[src/design/wsoma_pkg.sv]
// ============================================================================
// wsoma_pkg
// Shared types and constants for the wheel speed moving average block.
// ============================================================================
package wsoma_pkg;

	// Window length in samples
	localparam int WINDOW  = 10;
	localparam int NUM_CH  = 4;
	localparam int WORD_W  = 16;
	localparam int LIMIT_W = 15;

	// Slot index and running sum widths
	localparam int SLOT_W  = $clog2(WINDOW);
	localparam int CLOG_W  = $clog2(WINDOW);
	localparam int SUM_W   = WORD_W + CLOG_W;

	// Rounded divide by WINDOW: q = ((|sum| + WINDOW/2) * RECIP) >> SHIFT
	localparam int SHIFT   = SUM_W + CLOG_W;
	localparam int RECIP_W = SUM_W + 1;
	localparam int PROD_W  = SUM_W + RECIP_W;
	localparam logic [RECIP_W-1:0] RECIP =
		RECIP_W'(((64'd1 << SHIFT) + 64'(WINDOW) - 64'd1) / 64'(WINDOW));
	localparam logic [SUM_W-1:0] HALF = SUM_W'(WINDOW / 2);

	// Channels whose average leaves the block negated (rear right, front right)
	localparam logic [NUM_CH-1:0] NEG_MASK = 4'b1100;

	// Queue geometry
	localparam int FIFO_DEPTH = 8;
	localparam int PTR_W      = $clog2(FIFO_DEPTH);
	localparam int CNT_W      = $clog2(FIFO_DEPTH + 1);

	typedef logic signed [WORD_W-1:0] word_t;

	// Speeds in ring order: front left, rear left, rear right, front right
	typedef struct packed {
		word_t [NUM_CH-1:0] speed;
		word_t              steer;
	} sample_t;

	typedef struct packed {
		word_t [NUM_CH-1:0] avg;
		word_t              steer;
	} result_t;

	localparam int ITEM_W = $bits(sample_t);

	typedef struct packed {
		logic full;
		logic empty;
	} fifo_status_t;

endpackage

[src/design/wsoma_fifo.sv]
// ============================================================================
// wsoma_fifo
// Small register FIFO used between the front and back ends and on the output.
// ============================================================================
module wsoma_fifo (
	input  logic                          clk,
	input  logic                          arst_n,
	input  logic                          wr_en,
	input  logic [wsoma_pkg::ITEM_W-1:0]  wr_data,
	input  logic                          rd_en,
	output logic [wsoma_pkg::ITEM_W-1:0]  rd_data,
	output wsoma_pkg::fifo_status_t       status
);

	logic [wsoma_pkg::ITEM_W-1:0] mem_q [wsoma_pkg::FIFO_DEPTH];
	logic [wsoma_pkg::PTR_W-1:0]  wr_ptr_q;
	logic [wsoma_pkg::PTR_W-1:0]  rd_ptr_q;
	logic [wsoma_pkg::CNT_W-1:0]  count_q;
	logic                         do_wr;
	logic                         do_rd;

	assign status.full  = (count_q == wsoma_pkg::CNT_W'(wsoma_pkg::FIFO_DEPTH));
	assign status.empty = (count_q == '0);
	assign do_wr        = wr_en && !status.full;
	assign do_rd        = rd_en && !status.empty;
	assign rd_data      = mem_q[rd_ptr_q];

	// Pointers and occupancy
	always_ff @(posedge clk or negedge arst_n) begin
		if (!arst_n) begin
			wr_ptr_q <= '0;
			rd_ptr_q <= '0;
			count_q  <= '0;
		end else begin
			if (do_wr) begin
				wr_ptr_q <= wr_ptr_q + 1'b1;
			end
			if (do_rd) begin
				rd_ptr_q <= rd_ptr_q + 1'b1;
			end
			count_q <= count_q + wsoma_pkg::CNT_W'(do_wr) - wsoma_pkg::CNT_W'(do_rd);
		end
	end

	// Storage, no reset
	always_ff @(posedge clk) begin
		if (do_wr) begin
			mem_q[wr_ptr_q] <= wr_data;
		end
	end

	// Upstream must never write into a full queue
	a_no_overflow: assert property (@(posedge clk) disable iff (!arst_n)
		wr_en |-> !status.full)
		else $error("write into full queue");

endmodule

[config.mk]
export PLATFORM = sky130hd
export DESIGN_NAME = wsoma_fifo
export DESIGN_NICKNAME = d
export VERILOG_FILES = /design/src/design/wsoma_pkg.sv /design/src/design/wsoma_fifo.sv
export SDC_FILE = /design/constraint.sdc
export NUM_CORES = 1
export LEC_CHECK = 0
export BUFFER_PORTS_ARGS = -buffer_cell sky130_fd_sc_hd__buf_2
export CAP_MARGIN = 20
export CORE_MARGIN = 10
export CORE_UTILIZATION = 26
export DETAILED_ROUTE_END_ITERATION = 10
export PLACE_DENSITY = 0.4
export REMOVE_ABC_BUFFERS = 1
export SLEW_MARGIN = 40
export SYNTH_ARGS = -nofsm -noshare
export SYNTH_HDL_FRONTEND = slang
export SYNTH_SLANG_ARGS = --single-unit
[constraint.sdc]
create_clock -name clk -period 11.85 [get_ports clk]
set_input_delay 1.7775 -clock clk [delete_from_list [all_inputs] [get_ports clk]]
set_output_delay 1.7775 -clock clk [all_outputs]
set_load 0.02 [all_outputs]
# ---- Yosys cells after proc, flatten, opt, wreduce, memory -nomap -nowiden
# Memories as Yosys holds them, arrays and structs flattened.
# Index checks and enable logic that the tools add are counted.
dict set report op_classes {
  div_mod_pow 0
  n_reduce_logical 5
  bitwise 0
  eq_ne 1
  n_shift 0
  mul 0
  add_sub_neg 4
  mux 2
  order_cmp 0
}
# operator n
set op_table {}
lappend op_table {{$add 3x1->3 const B} 2}
lappend op_table {{$add 4x1->4} 1}
lappend op_table {{$eq 4x4->1 const B} 1}
lappend op_table {{$logic_not 4->1} 1}
lappend op_table {{$sub 4x1->4} 1}
lappend op_table {{$logic_and 1x1->1} 2}
lappend op_table {{$logic_not 1->1} 2}
lappend op_table {{$mux 1} 2}
dict set report word_totals {
  latchBits 0
  output_inout_bits 82
  elab_cells 16
  in_bits 84
  mem_bits_rw 640
  mem_bits_ro 0
  n_memories 1
  register_bits 10
}
# name words word_bits rd rd_clocked_by_memory_dff write_ports line_no
set mem_list {}
lappend mem_list {mem_q 8 80 1 0 1 wsoma_fifo.sv:15} ;# logic [wsoma_pkg::ITEM_W-1:0] mem_q [wsoma_pkg::FIFO_DEPTH];

# ---- Depth between registers and ports, before layout
dict set report logic_depth {
  depth_word 5
  depth_mapped 11
}

# ---- Least setup slack after synthesis
# No wires, ideal clock.
dict set report synth_timing {
  path_kind {input to register}
  start {input port wr_en}
  end {memory mem_q[0][0] (netlist name), enable pin}
  n_path_buf 0
  stages 2
  slack_ns 1.637
  arrival_time_ns 9.498
  setup_ns 0.715
  cell_sequence {nand2_1 > nor4_1}
}
dict set report synth_via {
  elab_chain_len 3
}
# element line_no
set synth_lines {}
lappend synth_lines {{from (decl)} wsoma_fifo.sv:8} ;# input logic wr_en,
lappend synth_lines {{$logic_and 1x1->1} wsoma_fifo.sv:24} ;# assign do_wr = wr_en && !status.full;
lappend synth_lines {{$mux 1} wsoma_fifo.sv:47} ;# if (do_wr) begin
lappend synth_lines {{$mux 1 (not written as such)} wsoma_fifo.sv:48} ;# mem_q[wr_ptr_q] <= wr_data;
lappend synth_lines {{to (decl)} wsoma_fifo.sv:15}
# No other way between the ends.

# ---- Worst setup path in the final report
dict set report layout_timing {
  start {register rd_ptr_q[0] (netlist name)}
  end {output port rd_data[25] (netlist name)}
}
dict set report layout_via {
  elab_chain_len 1
}
# element line_no
set layout_lines {}
lappend layout_lines {{from (decl)} wsoma_fifo.sv:17} ;# logic [wsoma_pkg::PTR_W-1:0] rd_ptr_q;
lappend layout_lines {{from (signal assigned)} wsoma_fifo.sv:39} ;# rd_ptr_q <= rd_ptr_q + 1'b1;
lappend layout_lines {{$mem_v2 8x80} -}
lappend layout_lines {{to (decl)} wsoma_fifo.sv:11} ;# output logic [wsoma_pkg::ITEM_W-1:0] rd_data,
# No other way between the ends.

==> reports/results.ini <==
[yosys]
synth-main-ff-cell = edfxtp_1
ys_seq_area_share_pct = 79.21
yosysTopAreaCellShare_pct = 78.20
synth-seq-cells = 650
synth_edf_count = 640
yosys.cell_types.count = 22
synth_area_leader_cell = edfxtp_1
synth_common_cells = edfxtp_1, mux4_2, mux2_2
synth_area_sq_um = 24580
yosys_warnings = 0
synth_area_leaders = edfxtp_1, mux4_2, mux2_2
synth-async-reset-ratio_pct = 1.538
synth.most_common_cell = edfxtp_1
syn_avg_cell_area_sq_um = 25.03
netlist_instances = 982

[floorplan]
pin_count = 166
die_area_sq_um = 107200
fp.dieW_microns = 327.5
rows = 112
die_h_microns = 327.5
coreArea_sq_um = 93610
start_util_pct = 26.26

[sta]
setup_tns_ns = 0
rsz0062_at_grt = false
min_period_ns = 5.326
setup_viol = 0
fmax_mhz = 187.8
setup_slack_ns = 6.524
whs_ns = 0.5400
fin_skew_ns = 0.01871
drv_slew = 0
tightestPinTransition_ns = 0.8211
maxSlewHeadroom_pct = 45.26
final_min_period_over_clock_period_pct = 44.95
hold_viol_final = 0

[route]
drt-total-wl_microns = 57880
remaining_drc_errors = 0
dr.pass1.iters = 4
wire_per_inst_microns = 22.98
vias = 10820
via_per_inst = 4.297
first_iter_violations = 664
ant_nets = 0

[cts]
root_buffer = clkbuf_16
cts.repair.resized = 0
cts-hold-fix-buffers = 0
cts_setup_buffers = 0
clk_pin_slew_ns = 0.05
cts_tree = built
cts.sinks = 650
clock_latency_ns = 0.61
clockBufferDepth = 3
cts_made_buffers = 77
h-tree-depth = 3

[final_layout]
area_growth_pct = 19.58
fin_nets = 1298
fillers = 9068
layout-drive-gt1-share_pct = 43.15
layout.cells.non_filler = 2519
fin_util_pct = 31.40

[worst_setup_path]
slowest_stage = dfrtp_4
path_max_fanout = 44
arrival_ns = 3.55
critPathLaunchType = flip-flop
cp_common_cell = buf_6
path_class = reg2out
r2r-start = count_q[2]
path_cells = buf_6 -> buf_6 -> mux4_2 -> mux2_2 -> buf_2
regToRegSetupSlack_ns = 8.31
required_ns = 10.07
end_kind = output pin
worst_path_largest_cell_delay_ns = 0.64
reg2reg_depth = 7
regToRegEndpoint = mem_q[4][36]

[power_and_ir_drop]
p_seq_share_pct = 40.4
peakVddDrop_v = 0.0001035
power_density_nw_per_um2 = 257.0
intPower_w = 0.005210
power_frac_clock_pct = 29.5
p_leak_nw = 9.402
switchingPower_w = 0.002342
comb_power_share_pct = 30.1
swShare_pct = 31.01

[global_route]
antenna_found_initial = 8
grt_max_degree = 61
use_met2_pct = 17.78
grt_pass1_vias = 12170
busiest_layer = met2
grt_pass1_wl_microns = 84840
grt_use_met1_pct = 13.85
grt.total_usage_pct = 10.71
gr-usage-met3_pct = 2.530
overflow = 0

[min_path]
hold_depth = 1
min_from = count_q[0]
hold_end = count_q[0]
min_path_type = reg2reg

[placement]
dp.cells = 2380
numPortBuffers = 165
pre_cts_slack_ns = 7.033
place.gp.congestion = 0.6581
hpwl_microns = 30440

[outcome]
run_status = complete, no violations

[flow_run]
maxCapViolCount = 0

## layout by cell type (no fill, tap or decap), types with 3 or more instances in the layout
cell | Yosys | layout
buf_6 | 10 | 12
bufinv_16 | 0 | 5
buf_2 | 17 | 165
ha_1 | 8 | 8
xnor2_1 | 4 | 4
nor3_2 | 0 | 4
dfrtp_4 | 0 | 3
clkbuf_16 | 0 | 79
clkbuf_1 | 18 | 17
dfrtp_1 | 10 | 7
nand2_1 | 3 | 3
clkinv_2 | 0 | 12
inv_6 | 0 | 4
nor2_4 | 0 | 3
edfxtp_1 | 640 | 640
mux2_2 | 82 | 82
clkinv_1 | 0 | 18
buf_4 | 0 | 11
nand2b_1 | 3 | 3
mux4_2 | 160 | 160
inv_1 | 9 | 9
## power groups by stage
stage / registers, W / clock network [W] / logic, W
3_3_place_gp: 0.00313 / 0 / 0.00234
5_1_grt: 0.00309 / 0.00241 / 0.00248
6_report: 0.00305 / 0.00223 / 0.00227
4_1_cts: 0.00306 / 0.00231 / 0.00239
3_5_place_dp: 0.00311 / 0 / 0.00238
2_1_floorplan: 0.00326 / 0 / 0.00162
## critical path, delay by kind of cell (launching register included)
| kind | cells | cell delay [ns] |
|---|---|---|
| muxes | 2 | 0.87 |
| DFF | 1 | 0.64 |
| buffers and inverters | 3 | 1.32 |
## metal layers
metal	part of all wire [%]	wire length, microns	vias up
li1	-	-	4663
met1	44	25440	5844
met2	49	28340	213
met3	5.0	2908	95
met4	2.0	1143	8
met5	0.086	50	-
## sequential cells by signal, summed over array words and instances, names as in the netlist
register and flops:
rd_ptr_q 3, wr_ptr_q 3, mem_q 640, count_q 4
## stage by stage
step	power [W]	area (sq um)
finish	0.007552	29390
global placement	0.005464	26940
floorplan	0.004883	24310
global route	0.007978	29390
detailed placement	0.005493	27000
CTS	0.007766	29390
## logic make-up after synthesis
group,after synthesis,synth area share (%)
fa+ha+maj,9,0.4887
mux,242,18.42
xor+xnor,6,0.2138
buf+inv,54,1.217
simple gates,19,0.3971
compound gates,2,0.05090
flops,650,79.21
## worst max path at each step
stage	startpoint	endpoint	slack [ns]	depth (start not counted)
detailed placement	rd_ptr_q[0]	rd_data[46]	7.03	5
floorplan	wr_en	mem_q[0][0]	1.64	2
finish	rd_ptr_q[0]	rd_data[25]	6.52	5
CTS	rd_ptr_q[0]	rd_data[46]	6.37	5
global route	rd_ptr_q[0]	rd_data[25]	6.26	5
global placement	rd_ptr_q[0]	rd_data[46]	6.13	5
## final cells by class
class | instances | area, sq um | area share [%]
clock inverters | 41 | 340.3 | 1.158
clock buffers | 96 | 2041 | 6.943
well taps | 1254 | 1569 | 5.338
multi-input cells | 278 | 4858 | 16.53
diodes | 2 | 5.005 | 0.01703
flip-flops and latches | 650 | 19480 | 66.28
repair buffers | 189 | 1064 | 3.619
inverters | 9 | 33.78 | 0.1149
Note: power is estimated with default switching activity, not from simulation.
