--- config.mk ---
export PLATFORM = sky130hd
export DESIGN_NAME = wsoma_front
export DESIGN_NICKNAME = d
export VERILOG_FILES = /design/src/design/wsoma_pkg.sv /design/src/design/wsoma_front.sv
export SDC_FILE = /design/constraint.sdc
export NUM_CORES = 1
export LEC_CHECK = 0
export ABC_AREA = 1
export BUFFER_PORTS_ARGS = -buffer_cell sky130_fd_sc_hd__buf_2
export CORE_ASPECT_RATIO = 0.7
export CORE_UTILIZATION = 30
export CTS_CLUSTER_DIAMETER = 120
export DETAILED_ROUTE_END_ITERATION = 6
export RECOVER_POWER = 25
export SLEW_MARGIN = 20
export SYNTH_ARGS = -nofsm -noshare
export SYNTH_HDL_FRONTEND = slang
export SYNTH_SLANG_ARGS = --single-unit
--- constraint.sdc ---
create_clock -name clk -period 2.4 [get_ports clk]
set_input_delay 0.24 -clock clk [delete_from_list [all_inputs] [get_ports clk]]
set_output_delay 0.24 -clock clk [all_outputs]
set_load 0.05 [all_outputs]
--- src/design/wsoma_pkg.sv ---
// ============================================================================
// wsoma_pkg
// Shared types and constants for the wheel speed moving average block.
// ============================================================================
package wsoma_pkg;

	// Window length in samples
	localparam int WINDOW  = 10;
	localparam int NUM_CH  = 4;
	localparam int WORD_W  = 16;
	localparam int LIMIT_W = 15;

	// Slot index and running sum widths
	localparam int SLOT_W  = $clog2(WINDOW);
	localparam int CLOG_W  = $clog2(WINDOW);
	localparam int SUM_W   = WORD_W + CLOG_W;

	// Rounded divide by WINDOW: q = ((|sum| + WINDOW/2) * RECIP) >> SHIFT
	localparam int SHIFT   = SUM_W + CLOG_W;
	localparam int RECIP_W = SUM_W + 1;
	localparam int PROD_W  = SUM_W + RECIP_W;
	localparam logic [RECIP_W-1:0] RECIP =
		RECIP_W'(((64'd1 << SHIFT) + 64'(WINDOW) - 64'd1) / 64'(WINDOW));
	localparam logic [SUM_W-1:0] HALF = SUM_W'(WINDOW / 2);

	// Channels whose average leaves the block negated (rear right, front right)
	localparam logic [NUM_CH-1:0] NEG_MASK = 4'b1100;

	// Queue geometry
	localparam int FIFO_DEPTH = 8;
	localparam int PTR_W      = $clog2(FIFO_DEPTH);
	localparam int CNT_W      = $clog2(FIFO_DEPTH + 1);

	typedef logic signed [WORD_W-1:0] word_t;

	// Speeds in ring order: front left, rear left, rear right, front right
	typedef struct packed {
		word_t [NUM_CH-1:0] speed;
		word_t              steer;
	} sample_t;

	typedef struct packed {
		word_t [NUM_CH-1:0] avg;
		word_t              steer;
	} result_t;

	localparam int ITEM_W = $bits(sample_t);

	typedef struct packed {
		logic full;
		logic empty;
	} fifo_status_t;

endpackage

--- src/design/wsoma_front.sv ---
// ============================================================================
// wsoma_front
// Takes samples, holds the reject limit and drops samples with outlier speeds.
// ============================================================================
module wsoma_front (
	input  logic                          clk,
	input  logic                          arst_n,
	input  logic                          cfg_we,
	input  logic [wsoma_pkg::LIMIT_W-1:0] cfg_wdata,
	input  logic                          push,
	input  wsoma_pkg::sample_t            sample,
	input  wsoma_pkg::fifo_status_t       mid_status,
	output logic                          full,
	output logic                          mid_wr,
	output logic [wsoma_pkg::ITEM_W-1:0]  mid_data
);

	logic [wsoma_pkg::LIMIT_W-1:0]  reject_limit_q;
	logic [wsoma_pkg::NUM_CH-1:0]   outlier;
	logic [wsoma_pkg::WORD_W-1:0]   mag [wsoma_pkg::NUM_CH];

	// Limit register
	always_ff @(posedge clk or negedge arst_n) begin
		if (!arst_n) begin
			reject_limit_q <= wsoma_pkg::LIMIT_W'(19200);
		end else if (cfg_we) begin
			reject_limit_q <= cfg_wdata;
		end
	end

	// Magnitude check; -32768 has magnitude 32768 and always rejects
	always_comb begin
		for (int c = 0; c < wsoma_pkg::NUM_CH; c++) begin
			mag[c] = sample.speed[c][wsoma_pkg::WORD_W-1] ?
				wsoma_pkg::WORD_W'(-sample.speed[c]) : wsoma_pkg::WORD_W'(sample.speed[c]);
			outlier[c] = (mag[c] > {1'b0, reject_limit_q});
		end
	end

	assign full     = mid_status.full;
	assign mid_wr   = push && !mid_status.full && (outlier == '0);
	assign mid_data = sample;

	// Limit tracks the last configuration write
	a_limit_write: assert property (@(posedge clk) disable iff (!arst_n)
		cfg_we |=> reject_limit_q == $past(cfg_wdata))
		else $error("reject limit not updated");

endmodule

# Word-level counts from Yosys, hierarchy flattened
# Index checks and enable logic that the tools add are counted.
# op_classes
add_sub_neg	4
mul	0
div_mod_pow	0
order_cmp	4
eq_ne	0
n_shift	0
muxes	4
bitwise_logic	0
n_reduce_logical	4
# ops
operator	n
> comparator 16 x 15 -> 1 bit	4
two-way mux 16 bit	4
negation 16 bit	4
logical NOT 4 bit	1
logical AND 1 bit	2
logical NOT 1 bit	1
# totals
register_bits	15
latch_bits	0
ramBits	0
rom_bits	0
input_bits	101
output_inout_bits	82
memories	0

# Depth between registers and ports, before layout
# Gate-level depths: netlist (run 1).
# logic_depth
depth_word	5
depth_mapped	20
ltp_nobuf	20

# Worst setup path after synthesis (run 1)
# OpenSTA, ideal clock, no wires.
# synth_path
path_kind	input to output
from	input port sample[64] in the netlist's numbering
to	output port mid_wr
t_arrival_ns	2.656
t_required_ns	2.160
path_slack_ns	-0.496
path_stages	13
cell_sequence	inv_1 ha_1 nand4_2 o31ai_4 nand2_1 xor2_1 ha_1 and3_1 nor3b_1 o211ai_1 nand2_1 nand2_1 nor2_1
# synth_between
elab_chain_len	5
# synth_rtl
element	line	rtl
start: declaration	wsoma_front.sv:11	input wsoma_pkg::sample_t sample,
negation 16 bit	wsoma_front.sv:35	wsoma_pkg::WORD_W'(-sample.speed[c]) : wsoma_pkg::WORD_W'(sample.speed[c]);
two-way mux 16 bit *	wsoma_front.sv:34	mag[c] = sample.speed[c][wsoma_pkg::WORD_W-1] ?
> comparator 16 x 15 -> 1 bit *	wsoma_front.sv:36	outlier[c] = (mag[c] > {1'b0, reject_limit_q});
logical NOT 4 bit *	wsoma_front.sv:41	assign mid_wr = push && !mid_status.full && (outlier == '0);
logical AND 1 bit *	wsoma_front.sv:41	
end: declaration	wsoma_front.sv:14	output logic mid_wr,
# Mark *: on every way between the ends. The rest lies on a longest branch, timed or not.

# Worst setup path after layout (run 1)
# layout_path
from	input port sample[17] in the netlist's numbering
to	output port mid_wr
# Same word-level chain as after synthesis.

==> metrics.json, run 1 <==
{
  "drt_iter0_markers": 90,
  "cellPowerDensity_mw_per_mm2": 343,
  "holdCritStartpoint": "cfg_wdata[12]",
  "clk_latency_ps": 240,
  "worstHoldEndpoint": "reject_limit_q[12]",
  "timing_worst_setup_path_type": "input port to output port",
  "antenna_found_initial": 0,
  "dieHeight_um": 98.9,
  "synth_top_area_cell": "sky130_fd_sc_hd__ha_1",
  "detailedRoute.firstPassIterationCount": 4,
  "grt_start_max_net_pins": 30,
  "cts_buffers": 3,
  "timing.hold.worst_path_depth": 3,
  "seq_cells_post_synth": 15,
  "worst_setup_path_start_kind": "input port",
  "maxCapViolations": 0,
  "placement.io_buffers": 149,
  "design_area_mm2": 0.00544,
  "top_level_ports": 183,
  "vdd_drop_max_uv": 175,
  "first_pass_grt_wire_length_mm": 17.3,
  "min_period_ps": 2770,
  "wirelength_met1_mm": 5.88,
  "grtUsageTotal": 0.157,
  "synth.area.top_cells": "sky130_fd_sc_hd__ha_1 (20%), sky130_fd_sc_hd__buf_4 (15%), sky130_fd_sc_hd__nand2_1 (11%)",
  "worst-endpoint-required_ps": 2160,
  "dieArea_mm2": 0.0139,
  "cts_max_path_buffers": 2,
  "syn-num-nets": 755,
  "post-layout-total-power_mw": 1.86,
  "worst_setup_path_end_kind": "output port",
  "gpl.final_weighted_congestion": 0.807,
  "crit-reg2reg-launch": "reject_limit_q[9]",
  "netlist_area_mm2": 0.00402,
  "finalSetupViolations": 1,
  "clock.fmax_mhz": 361,
  "place_area_mm2": 0.00517,
  "drt-total-wl_mm": 11.1,
  "dr_wl_met2_mm": 4.72,
  "max_ffs_per_register": 15,
  "yosys.area.top_type_share": 0.199,
  "synth-main-ff-cell": "sky130_fd_sc_hd__dfrtp_1",
  "fin_worst_skew_ps": 0,
  "failed_checks": "negative setup slack",
  "tightest_slew_ps": 823,
  "hold_path_class": "input port to register",
  "reg_top3": "reject_limit_q x15",
  "num-nets-final": 924,
  "drive_gt1_frac": 0.426,
  "final_hold_slack_ps": 203,
  "detail-route-antenna-nets": 0,
  "r2r.worst_path.cells": 2,
  "antenna-diode-count": 0,
  "cts.clk_slew.worst_paths_ps": 50,
  "r2r_slack_ps": 1480,
  "area_growth_pct": 35.1,
  "postSynthCellCount": 590,
  "async_reset_ff_frac": 1.00,
  "yosysSeqAreaShare": 0.0946,
  "vias_post_dr": 4000,
  "route.detailed.wl_per_inst_um": 12.1,
  "drcViolationCount": 0,
  "slew_headroom": 0.451,
  "status": "finished, violations left",
  "gr-total-overflow": 0,
  "largest-register": "reject_limit_q",
  "chipWidth_um": 140,
  "final_critical_path_setup_slack_ps": -368,
  "fp.coreArea_mm2": 0.0128,
  "maxUsedRoutingLayer": "met4",
  "initial_core_util": 0.315,
  "final_hold_violations": 0,
  "crit_fanout": 3,
  "final_min_period_over_clock_period": 1.15,
  "synth_enable_flop_cells": 0,
  "r2r_end": "reject_limit_q[9]",
  "htree_num_levels": 1,
  "dp.cells": 912,
  "slew_violations": 0,
  "cell_at_the_root_of_the_clock_tree": "sky130_fd_sc_hd__clkbuf_16",
  "grt_setup_unrepaired": "true",
  "grt_pass1_vias": 3634,
  "ys_warn_count": 0,
  "cellLeakagePower_nw": 2.99,
  "place_hpwl_mm": 9.37,
  "place_ws_ps": -495,
  "drt-vias-per-instance": 4.35,
  "dr_wl_met3_um": 466,
  "cts.sinks": 15,
  "clock_tree_from_tritoncts": "done",
  "placementRows": 34,
  "avgSynthCellArea_um2": 6.82,
  "worst_path_arrival_ps": 2530,
  "instances_no_fill": 920,
  "synth_cell_type_count": 40
}
-- cell usage after synthesis, types with 8 or more instances --
cell and count:
sky130_fd_sc_hd__dfrtp_1 11, sky130_fd_sc_hd__a21oi_1 31, sky130_fd_sc_hd__xor2_1 38, sky130_fd_sc_hd__buf_4 82, sky130_fd_sc_hd__nand2_1 120, sky130_fd_sc_hd__o21ai_0 28
sky130_fd_sc_hd__ha_1 64, sky130_fd_sc_hd__nor2_1 44, sky130_fd_sc_hd__xnor2_1 12, sky130_fd_sc_hd__inv_1 68, sky130_fd_sc_hd__nand3_1 11, sky130_fd_sc_hd__nor2_2 8
-- logic make-up after synthesis --
group / synth area share
AOI/OAI and AO/OA: 0.121
xor gates and xnor gates: 0.109
adders and majority gates: 0.199
buffers and inverters: 0.229
DFF: 0.0946
muxes: 0.00280
and+or+nand+nor: 0.244
-- placed cells by master, fill, tap and decap left out, types with 9 or more instances in the layout --
cell type,n
sky130_fd_sc_hd__o21ai_0,26
sky130_fd_sc_hd__ha_1,59
sky130_fd_sc_hd__buf_2,145
sky130_fd_sc_hd__dfrtp_1,11
sky130_fd_sc_hd__nor2_1,41
sky130_fd_sc_hd__buf_4,100
sky130_fd_sc_hd__nand2_1,114
sky130_fd_sc_hd__inv_1,63
sky130_fd_sc_hd__nor2_4,9
sky130_fd_sc_hd__xor2_1,37
sky130_fd_sc_hd__xnor2_1,12
sky130_fd_sc_hd__a21oi_1,29
-- area by class of cell --
cell class                 count  area (µm²)
inverter                      74         290
tap                          162         203
multi-input combinational    413        2920
sequential                    15         380
timing repair buffer         252        1570
fill                        1364        7330
clock buffer                   4        78.8
-- where the power goes --
group	internal, mW	switching (mW)	leakage (nW)	total, mW
registers	0.280	0.00839	0.175	0.289
logic	0.489	0.762	2.78	1.25
clock network	0.225	0.0975	0.0382	0.322
-- layer usage --
| layer | vias to the layer above | track usage |
|---|---|---|
| met5 | - | 0 |
| met4 | 0 | 0.0228 |
| met3 | 4 | 0.0112 |
| met2 | 126 | 0.254 |
| met1 | 1697 | 0.231 |
| li1 | 2173 | - |
-- worst max-delay path by stage --
| stage | from | to | slack [ps] |
|---|---|---|---|
| floorplan | sample[16] | mid_wr | -30 |
| global placement | sample[32] | mid_wr | -450 |
| detailed placement | sample[32] | mid_wr | -500 |
| CTS | sample[16] | mid_wr | -320 |
| global route | sample[16] | mid_wr | -520 |
| finish | sample[17] | mid_wr | -370 |
-- metrics by stage --
| step | util | TNS, ps |
|---|---|---|
| after CTS | 0.415 | -325 |
| after global routing | 0.426 | -519 |
| after floorplan | - | -27.3 |
| after global placement | 0.405 | -454 |
| final | 0.426 | -368 |
| after detailed placement | 0.405 | -495 |
-- worst max-delay path, cell delays in order --
cell and delay, ps:
sky130_fd_sc_hd__buf_8 100, sky130_fd_sc_hd__inv_6 50, sky130_fd_sc_hd__ha_4 140, sky130_fd_sc_hd__nand2_4 50, sky130_fd_sc_hd__nor2_4 140, sky130_fd_sc_hd__nand3_4 100
sky130_fd_sc_hd__nor4_4 310, sky130_fd_sc_hd__nand2_1 120, sky130_fd_sc_hd__nand3b_1 90, sky130_fd_sc_hd__nand2_1 50, sky130_fd_sc_hd__ha_1 290, sky130_fd_sc_hd__and3_4 200
sky130_fd_sc_hd__nand2_2 50, sky130_fd_sc_hd__nand2_1 40, sky130_fd_sc_hd__nor2_1 90, sky130_fd_sc_hd__nand2_1 50, sky130_fd_sc_hd__nand2_1 60, sky130_fd_sc_hd__nand2_2 60
sky130_fd_sc_hd__nor2_4 110, sky130_fd_sc_hd__buf_6 160
-- what timing repair did --
item	CTS	global route
pin swaps	1	24
endpoints found under the setup margin	1	1
hold buffers	1	0
setup buffers	0	3
endpoints found under the hold margin	11	0
resized for setup	7	30
No activity file was read; power rests on OpenSTA's default activity.
==> run 2: changes to the inputs <==
--- a/config.mk
+++ b/config.mk
@@ -12,6 +12,7 @@
 export CTS_CLUSTER_DIAMETER = 120
 export DETAILED_ROUTE_END_ITERATION = 6
 export RECOVER_POWER = 25
+export SKIP_CTS_REPAIR_TIMING = 1
 export SLEW_MARGIN = 20
 export SYNTH_ARGS = -nofsm -noshare
 export SYNTH_HDL_FRONTEND = slang
==> run 2 against run 1 <==
Against the previous run:
- the run still ends with negative setup slack left
- clock skew did not move
- final area about the same
- first-iteration DRC count up 19%
- utilization about the same
- critical path depth is the same
- die area is the same
- critical path type unchanged
==> metrics.json, run 2 (synthesis results as in run 1) <==
{
  "status": {"value": "finished, violations left", "change": "unchanged"},
  "failed_checks": {"value": "negative setup slack", "change": "unchanged"},
  "clk_latency": {"value": 240, "unit": "ps", "change": "about the same"},
  "reg_top3": {"value": "reject_limit_q x15", "change": "unchanged"},
  "design_area": {"value": 0.00544, "unit": "mm²", "change": "about the same"},
  "timing.critical_path.to": {"value": "mid_wr", "change": "unchanged"},
  "cts.clk_slew.worst_paths": {"value": 50, "unit": "ps", "change": "about the same"},
  "clock.fmax": {"value": 359, "unit": "MHz", "change": "was 361 MHz"},
  "crit_fanout": {"value": 3, "change": "unchanged"},
  "slew_headroom": {"value": 0.450, "change": "was 0.451"},
  "drt-total-wl": {"value": 11.1, "unit": "mm", "change": "about the same"},
  "worstSetupStartpoint": {"value": "sample[17]", "change": "unchanged"},
  "largest-register": {"value": "reject_limit_q", "change": "unchanged"},
  "vias_post_dr": {"value": 3980, "change": "was 4000"},
  "max_ffs_per_register": {"value": 15, "change": "unchanged"},
  "finalSetupViolations": {"value": 1, "change": "unchanged"},
  "timing_worst_setup_path_type": {"value": "input port to output port", "change": "unchanged"},
  "area_growth": {"value": 35.2, "unit": "%", "change": "was 35.1%"},
  "slew_violations": {"value": 0, "change": "unchanged"},
  "cellPowerDensity": {"value": 342, "unit": "mW/mm²", "change": "was 343 mW/mm²"},
  "placementRows": {"value": 34, "change": "unchanged"},
  "cts_buffers": {"value": 3, "change": "unchanged"},
  "detail-route-antenna-nets": {"value": 0, "change": "unchanged"},
  "num-nets-final": {"value": 924, "change": "unchanged"},
  "final_hold_slack": {"value": 203, "unit": "ps", "change": "about the same"},
  "grt_start_max_net_pins": {"value": 30, "change": "unchanged"},
  "fin_worst_skew": {"value": 0, "unit": "ps", "change": "unchanged"},
  "detailedRoute.firstPassIterationCount": {"value": 6, "change": "was 4"},
  "antenna_found_initial": {"value": 0, "change": "unchanged"},
  "grt_setup_unrepaired": {"value": "true", "change": "unchanged"},
  "hold_path_class": {"value": "input port to register", "change": "unchanged"},
  "drt-vias-per-instance": {"value": 4.32, "change": "was 4.35"},
  "critical-path-slowest-cell": {"value": "sky130_fd_sc_hd__nor4_4", "change": "unchanged"},
  "route.detailed.wl_per_inst": {"value": 12.1, "unit": "µm", "change": "about the same"},
  "cts.sinks": {"value": 15, "change": "unchanged"},
  "r2r_slack": {"value": 1490, "unit": "ps", "change": "was 1480 ps"},
  "layout_commonest_cell": {"value": "sky130_fd_sc_hd__buf_2", "change": "unchanged"},
  "crit-reg2reg-launch": {"value": "reject_limit_q[9]", "change": "unchanged"},
  "gpl.final_weighted_congestion": {"value": 0.807, "change": "unchanged"},
  "worst_path_arrival": {"value": 2540, "unit": "ps", "change": "was 2530 ps"},
  "tightest_slew": {"value": 826, "unit": "ps", "change": "was 823 ps"},
  "dieHeight": {"value": 98.9, "unit": "µm", "change": "unchanged"},
  "first_pass_grt_wire_length": {"value": 17.2, "unit": "mm", "change": "was 17.3 mm"},
  "cts_max_path_buffers": {"value": 2, "change": "unchanged"},
  "place_area": {"value": 0.00517, "unit": "mm²", "change": "unchanged"},
  "placement.io_buffers": {"value": 149, "change": "unchanged"},
  "worst_setup_path_end_kind": {"value": "output port", "change": "unchanged"},
  "final_hold_violations": {"value": 0, "change": "unchanged"},
  "worst-endpoint-required": {"value": 2160, "unit": "ps", "change": "about the same"},
  "worst-path-stages": {"value": 20, "change": "unchanged"},
  "critical_path.max_stage_delay": {"value": 320, "unit": "ps", "change": "was 310 ps"},
  "critPathBufInv": {"value": 3, "change": "unchanged"},
  "chipWidth": {"value": 140, "unit": "µm", "change": "unchanged"},
  "drt_iter0_markers": {"value": 107, "change": "was 90"},
  "final_critical_path_setup_slack": {"value": -382, "unit": "ps", "change": "was -368 ps"},
  "vdd_drop_max": {"value": 174, "unit": "µV", "change": "was 175 µV"},
  "grtUsageTotal": {"value": 0.156, "change": "was 0.157"},
  "gr-total-overflow": {"value": 0, "change": "unchanged"},
  "maxCapViolations": {"value": 0, "change": "unchanged"},
  "htree_num_levels": {"value": 1, "change": "unchanged"},
  "critPathTopFamily": {"value": "simple AND/OR/NAND/NOR gates", "change": "unchanged"},
  "grt_pass1_vias": {"value": 3613, "change": "was 3634"},
  "crit_path_frequent_cell": {"value": "sky130_fd_sc_hd__nand2_1", "change": "unchanged"},
  "clock_tree_from_tritoncts": {"value": "done", "change": "unchanged"},
  "place_hpwl": {"value": 9.37, "unit": "mm", "change": "unchanged"},
  "layout_common_cells": {"value": "sky130_fd_sc_hd__buf_2 (145), sky130_fd_sc_hd__nand2_1 (114), sky130_fd_sc_hd__buf_4 (100)", "change": "unchanged"},
  "top_level_ports": {"value": 183, "change": "unchanged"},
  "min_period": {"value": 2780, "unit": "ps", "change": "was 2770 ps"},
  "cell_at_the_root_of_the_clock_tree": {"value": "sky130_fd_sc_hd__clkbuf_16", "change": "unchanged"},
  "cellLeakagePower": {"value": 3.00, "unit": "nW", "change": "was 2.99 nW"},
  "worst_setup_path_start_kind": {"value": "input port", "change": "unchanged"},
  "fp.coreArea": {"value": 0.0128, "unit": "mm²", "change": "unchanged"},
  "r2r.worst_path.cells": {"value": 2, "change": "unchanged"},
  "initial_core_util": {"value": 0.315, "change": "unchanged"},
  "r2r_end": {"value": "reject_limit_q[9]", "change": "unchanged"},
  "final_min_period_over_clock_period": {"value": 1.16, "change": "was 1.15"},
  "drive_gt1_frac": {"value": 0.426, "change": "unchanged"},
  "dieArea": {"value": 0.0139, "unit": "mm²", "change": "unchanged"},
  "worstPathCellList": {"value": "buf_8, inv_6, ha_4, nand2_4, nor2_4, nand3_4, nor4_4, nand2_1, nand3b_1, nand2_1, ha_1, and3_4, nand2_2, nand2_1, nor2_1, nand2_1, nand2_1, nand2_2, nor2_4, buf_6", "change": "unchanged"},
  "drcViolationCount": {"value": 0, "change": "unchanged"},
  "setup_tns": {"value": -382, "unit": "ps", "change": "was -368 ps"}
}
-- run 2: cell count changes in the layout (fill, tap and decap cells not counted) --
cell | previous run | this run
sky130_fd_sc_hd__diode_2 | 0 | 1
-- run 2: metrics by stage --
step / utilization / setup WS (ps) / std cells / power, mW
after global placement: 0.405 / -454 / 912 / 1.50
after floorplan: - / -27.3 / 590 / 1.23
after CTS: 0.411 / -504 / 916 / 1.84
after detailed placement: 0.405 / -495 / 912 / 1.51
final: 0.426 / -382 / 921 / 1.86
after global routing: 0.426 / -529 / 920 / 2.04
-- run 2: report_power, final --
part	internal [mW]	switching (mW)
Sequential	0.280	0.00859
Clock	0.225	0.0974
Combinational	0.489	0.762
-- run 2: worst min-delay path, cell delays in order --
cell and delay, ps:
sky130_fd_sc_hd__buf_2 70, sky130_fd_sc_hd__nand2_1 40, sky130_fd_sc_hd__o21ai_0 50
-- run 2: area by class of cell --
| type | instances | area (µm²) |
|---|---|---|
| tap | 162 | 203 |
| antenna | 1 | 2.50 |
| clock buffer | 4 | 78.8 |
| multi-input combinational | 413 | 2920 |
| inverter | 74 | 290 |
| fill | 1367 | 7320 |
| timing repair buffer | 252 | 1570 |
| sequential | 15 | 380 |
-- run 2: how the worst min path moves through the flow --
| stage | start | endpoint | slack, ps | depth (start not counted) |
|---|---|---|---|---|
| 2_1_floorplan | arst_n | reject_limit_q[0] | -60 | 0 |
| 4_1_cts | arst_n | reject_limit_q[13] | -90 | 1 |
| 6_report | cfg_wdata[12] | reject_limit_q[12] | 200 | 3 |
| 3_3_place_gp | arst_n | reject_limit_q[1] | 160 | 1 |
| 5_1_grt | cfg_wdata[11] | reject_limit_q[11] | 220 | 3 |
| 3_5_place_dp | arst_n | reject_limit_q[0] | 170 | 1 |
-- run 2: routing by layer --
metal	routed length, µm	track usage	vias up
met4	52	0.0228	0
met5	0	0	-
li1	-	-	2173
met1	5900	0.231	1683
met2	4750	0.250	120
met3	415	0.0112	4
==> run 3: changes to the inputs <==
--- a/config.mk
+++ b/config.mk
@@ -5,7 +5,6 @@
 export SDC_FILE = /design/constraint.sdc
 export NUM_CORES = 1
 export LEC_CHECK = 0
-export ABC_AREA = 1
 export BUFFER_PORTS_ARGS = -buffer_cell sky130_fd_sc_hd__buf_2
 export CORE_ASPECT_RATIO = 0.7
 export CORE_UTILIZATION = 30
==> run 3 against run 2 <==
Against the previous run:
- the run still ends with negative setup slack left
- utilization decreased by 0.64 points
- final cell count decreased by 15%
- wire length increased by 2.1%
- area after synthesis decreased by 8.0%
- combinational power decreased by 4%
- critical endpoint unchanged
==> metrics.json, run 3 <==
{
  "seq_cells_post_synth": {"value": 15, "change": "unchanged"},
  "critical_path.max_stage_delay": {"value": 560, "unit": "ps", "change": "was 320 ps"},
  "design_area": {"value": 0.00497, "unit": "mm²", "change": "was 0.00544 mm²"},
  "yosys.area.top_type_share": {"value": 0.216, "change": "was 0.199"},
  "layout_commonest_cell": {"value": "sky130_fd_sc_hd__buf_2", "change": "unchanged"},
  "slew_violations": {"value": 0, "change": "unchanged"},
  "top_level_ports": {"value": 183, "change": "unchanged"},
  "initial_core_util": {"value": 0.312, "change": "was 0.315"},
  "place_hpwl": {"value": 9.93, "unit": "mm", "change": "was 9.37 mm"},
  "drcViolationCount": {"value": 0, "change": "unchanged"},
  "area_growth": {"value": 34.4, "unit": "%", "change": "was 35.2%"},
  "dieHeight": {"value": 94.9, "unit": "µm", "change": "was 98.9 µm"},
  "grt.met3_usage": {"value": 0.0209, "change": "was 0.0112"},
  "reg_top3": {"value": "reject_limit_q x15", "change": "unchanged"},
  "final_hold_slack": {"value": 201, "unit": "ps", "change": "was 203 ps"},
  "async_reset_ff_frac": {"value": 1.00, "change": "unchanged"},
  "grt_start_max_net_pins": {"value": 30, "change": "unchanged"},
  "hold_path_class": {"value": "input port to register", "change": "unchanged"},
  "cts.sinks": {"value": 15, "change": "unchanged"},
  "cell_at_the_root_of_the_clock_tree": {"value": "sky130_fd_sc_hd__clkbuf_16", "change": "unchanged"},
  "cts_max_path_buffers": {"value": 2, "change": "unchanged"},
  "synth_cell_type_count": {"value": 44, "change": "was 40"},
  "min_period": {"value": 3600, "unit": "ps", "change": "was 2780 ps"},
  "worstPathCellList": {"value": "buf_6, or4_4, nor2_4, nand2_4, o31ai_4, xnor2_1, ha_1, and3_4, a221o_1, a31oi_2, mux2i_1, a211o_1, nor4_4, buf_6", "change": "was buf_8, inv_6, ha_4, nand2_4, nor2_4, nand3_4, nor4_4, nand2_1, nand3b_1, nand2_1, ha_1, and3_4, nand2_2, nand2_1, nor2_1, nand2_1, nand2_1, nand2_2, nor2_4, buf_6"},
  "slew_headroom": {"value": 0.457, "change": "was 0.450"},
  "route.detailed.wl_per_inst": {"value": 14.5, "unit": "µm", "change": "was 12.1 µm"},
  "synth.top_cells.by_count": {"value": "sky130_fd_sc_hd__buf_4 (81), sky130_fd_sc_hd__ha_1 (64), sky130_fd_sc_hd__xnor2_1 (51), sky130_fd_sc_hd__o21ai_0 (38), sky130_fd_sc_hd__nand2_1 (36)", "change": "was sky130_fd_sc_hd__nand2_1 (120), sky130_fd_sc_hd__buf_4 (82), sky130_fd_sc_hd__inv_1 (68), sky130_fd_sc_hd__ha_1 (64), sky130_fd_sc_hd__nor2_1 (44)"},
  "groute.layer.met2.usage": {"value": 0.294, "change": "was 0.250"},
  "worst-endpoint-required": {"value": 2160, "unit": "ps", "change": "about the same"},
  "chipWidth": {"value": 135, "unit": "µm", "change": "was 140 µm"},
  "placementRows": {"value": 33, "change": "was 34"},
  "htree_num_levels": {"value": 1, "change": "unchanged"},
  "setup_tns": {"value": -1200, "unit": "ps", "change": "was -382 ps"},
  "synth.most_common_cell": {"value": "sky130_fd_sc_hd__buf_4", "change": "was sky130_fd_sc_hd__nand2_1"},
  "critical-path-slowest-cell": {"value": "sky130_fd_sc_hd__or4_4", "change": "was sky130_fd_sc_hd__nor4_4"},
  "final_hold_violations": {"value": 0, "change": "unchanged"},
  "gpl.final_weighted_congestion": {"value": 0.798, "change": "was 0.807"},
  "postSynthCellCount": {"value": 462, "change": "was 590"},
  "detailedRoute.firstPassIterationCount": {"value": 5, "change": "was 6"},
  "syn-num-nets": {"value": 627, "change": "was 755"},
  "placement.io_buffers": {"value": 149, "change": "unchanged"},
  "vias_post_dr": {"value": 3829, "change": "was 3980"},
  "max_ffs_per_register": {"value": 15, "change": "unchanged"},
  "antenna-diode-count": {"value": 0, "change": "was 1"},
  "drt-total-wl": {"value": 11.4, "unit": "mm", "change": "was 11.1 mm"},
  "globalRoute.busiestLayer": {"value": "met2", "change": "unchanged"},
  "layout_common_cells": {"value": "sky130_fd_sc_hd__buf_2 (145), sky130_fd_sc_hd__buf_4 (99), sky130_fd_sc_hd__ha_1 (64)", "change": "was sky130_fd_sc_hd__buf_2 (145), sky130_fd_sc_hd__nand2_1 (114), sky130_fd_sc_hd__buf_4 (100)"},
  "timing_worst_setup_path_type": {"value": "input port to output port", "change": "unchanged"},
  "synth_enable_flop_cells": {"value": 0, "change": "unchanged"},
  "critPathTopFamily": {"value": "simple AND/OR/NAND/NOR gates", "change": "unchanged"},
  "place_ws": {"value": -1470, "unit": "ps", "change": "was -495 ps"},
  "instances_no_fill": {"value": 784, "change": "was 921"},
  "yosysSeqAreaShare": {"value": 0.103, "change": "was 0.0946"},
  "crit_fanout": {"value": 3, "change": "unchanged"},
  "cellLeakagePower": {"value": 2.49, "unit": "nW", "change": "was 3.00 nW"},
  "final_critical_path_setup_slack": {"value": -1200, "unit": "ps", "change": "was -382 ps"},
  "grt_setup_unrepaired": {"value": "true", "change": "unchanged"},
  "dp.cells": {"value": 779, "change": "was 912"},
  "fin_worst_skew": {"value": 0, "unit": "ps", "change": "unchanged"},
  "avgSynthCellArea": {"value": 8.01, "unit": "µm²", "change": "was 6.82 µm²"},
  "cts.clk_slew.worst_paths": {"value": 50, "unit": "ps", "change": "about the same"},
  "grt_pass1_vias": {"value": 3651, "change": "was 3613"},
  "drt_iter0_markers": {"value": 131, "change": "was 107"},
  "synth-main-ff-cell": {"value": "sky130_fd_sc_hd__dfrtp_1", "change": "unchanged"},
  "clock.fmax": {"value": 278, "unit": "MHz", "change": "was 359 MHz"},
  "vdd_drop_max": {"value": 228, "unit": "µV", "change": "was 174 µV"},
  "final_min_period_over_clock_period": {"value": 1.50, "change": "was 1.16"},
  "netlist_area": {"value": 0.00370, "unit": "mm²", "change": "was 0.00402 mm²"},
  "dieArea": {"value": 0.0128, "unit": "mm²", "change": "was 0.0139 mm²"},
  "cellPowerDensity": {"value": 365, "unit": "mW/mm²", "change": "was 342 mW/mm²"},
  "maxCapViolations": {"value": 0, "change": "unchanged"},
  "worst_path_arrival": {"value": 3360, "unit": "ps", "change": "was 2540 ps"},
  "num-nets-final": {"value": 793, "change": "was 924"},
  "cts_buffers": {"value": 3, "change": "unchanged"},
  "status": {"value": "finished, violations left", "change": "unchanged"},
  "synth.area.top_cells": {"value": "sky130_fd_sc_hd__ha_1 (22%), sky130_fd_sc_hd__buf_4 (16%), sky130_fd_sc_hd__xnor2_1 (12%)", "change": "was sky130_fd_sc_hd__ha_1 (20%), sky130_fd_sc_hd__buf_4 (15%), sky130_fd_sc_hd__nand2_1 (11%)"},
  "ys_warn_count": {"value": 0, "change": "unchanged"},
  "antenna_found_initial": {"value": 0, "change": "unchanged"},
  "first_pass_grt_wire_length": {"value": 17.4, "unit": "mm", "change": "was 17.2 mm"},
  "drt-vias-per-instance": {"value": 4.88, "change": "was 4.32"},
  "finalSetupViolations": {"value": 1, "change": "unchanged"},
  "worst_setup_path_end_kind": {"value": "output port", "change": "unchanged"},
  "synth_top_area_cell": {"value": "sky130_fd_sc_hd__ha_1", "change": "unchanged"},
  "use_met1": {"value": 0.236, "change": "was 0.231"},
  "clk_latency": {"value": 240, "unit": "ps", "change": "about the same"},
  "drive_gt1_frac": {"value": 0.443, "change": "was 0.426"},
  "post-layout-total-power": {"value": 1.81, "unit": "mW", "change": "was 1.86 mW"},
  "area.sequential": {"value": 380, "unit": "µm²", "change": "unchanged"},
  "multi_input_comb_area": {"value": 0.00271, "unit": "mm²", "change": "was 0.00292 mm²"},
  "crit_path_frequent_cell": {"value": "sky130_fd_sc_hd__buf_6", "change": "was sky130_fd_sc_hd__nand2_1"},
  "utilization": {"value": 0.420, "change": "was 0.426"},
  "failed_checks": {"value": "negative setup slack", "change": "unchanged"},
  "gr-total-overflow": {"value": 0, "change": "unchanged"},
  "place_area": {"value": 0.00481, "unit": "mm²", "change": "was 0.00517 mm²"},
  "worst_setup_path_start_kind": {"value": "input port", "change": "unchanged"},
  "fp.coreArea": {"value": 0.0119, "unit": "mm²", "change": "was 0.0128 mm²"},
  "detail-route-antenna-nets": {"value": 0, "change": "unchanged"},
  "grtUsageTotal": {"value": 0.172, "change": "was 0.156"},
  "nFillCells": {"value": 1177, "change": "was 1367"},
  "clock_tree_from_tritoncts": {"value": "done", "change": "unchanged"},
  "largest-register": {"value": "reject_limit_q", "change": "unchanged"},
  "tightest_slew": {"value": 814, "unit": "ps", "change": "was 826 ps"},
  "critPathBufInv": {"value": 2, "change": "was 3"}
}
run 3: changes by cell type in the layout (fill, tap and decap cells not counted), sizes merged, moves of 6 or more:
cell,before,now
o41ai,0,6
nor2,56,3
nand3,16,8
a21oi,31,21
nand2,124,36
nand2b,0,7
a21o,5,11
o31ai,7,16
or3,0,9
inv,74,26
xor2,38,1
xnor2,12,51
run 3: path summary, 6_finish.rpt:
| path | startpoint | end | slack (ps) | depth (start not counted) |
|---|---|---|---|---|
| min in group asynchronous | arst_n | reject_limit_q[10] | 600 | 2 |
| worst min-delay path | cfg_wdata[5] | reject_limit_q[5] | 200 | 3 |
| worst max register to register | reject_limit_q[11] | reject_limit_q[11] | 1330 | 3 |
| worst min register to register | reject_limit_q[9] | reject_limit_q[9] | 670 | 3 |
| max in group asynchronous | arst_n | reject_limit_q[3] | 1290 | 2 |
| worst max-delay path | sample[53] | mid_wr | -1200 | 14 |
run 3: layout make-up:
| cell class | instances | share of cell area |
|---|---|---|
| Timing Repair Buffer | 249 | 0.305 |
| Inverter | 26 | 0.0196 |
| Multi-Input combinational cell | 333 | 0.544 |
| Sequential cell | 15 | 0.0765 |
| Clock buffer | 4 | 0.0158 |
| Tap cell | 157 | 0.0395 |
run 3: per-layer routing:
layer  wire length (µm)  vias to the layer above
met5                  0                        -
met4                115                        0
met3                575                       13
met2               5200                      137
met1               5460                     1766
li1                   -                     1913
run 3: where the power goes:
| group | internal (mW) | switching [mW] | total, mW |
|---|---|---|---|
| clock | 0.225 | 0.0964 | 0.321 |
| sequential | 0.281 | 0.00978 | 0.290 |
| combinational | 0.491 | 0.711 | 1.20 |
| total | 0.997 | 0.818 | 1.81 |
run 3: logic make-up (layout without fill, tap and decap cells):
| kind of cell | after synthesis | after routing | share of synthesized area |
|---|---|---|---|
| buffers and inverters | 114 | 279 | 0.198 |
| multiplexers | 2 | 2 | 0.00575 |
| flip-flops | 15 | 15 | 0.103 |
| AND/OR/NAND/NOR | 106 | 106 | 0.155 |
| XOR/XNOR | 52 | 52 | 0.123 |
| AO/OA/AOI/OAI | 109 | 109 | 0.200 |
| adder cells (fa/ha/maj) | 64 | 64 | 0.216 |
run 3: tightest hold or removal path: stages:
cell                      delay (ps)
sky130_fd_sc_hd__buf_2            70
sky130_fd_sc_hd__nand2_1          40
sky130_fd_sc_hd__o21ai_0          50
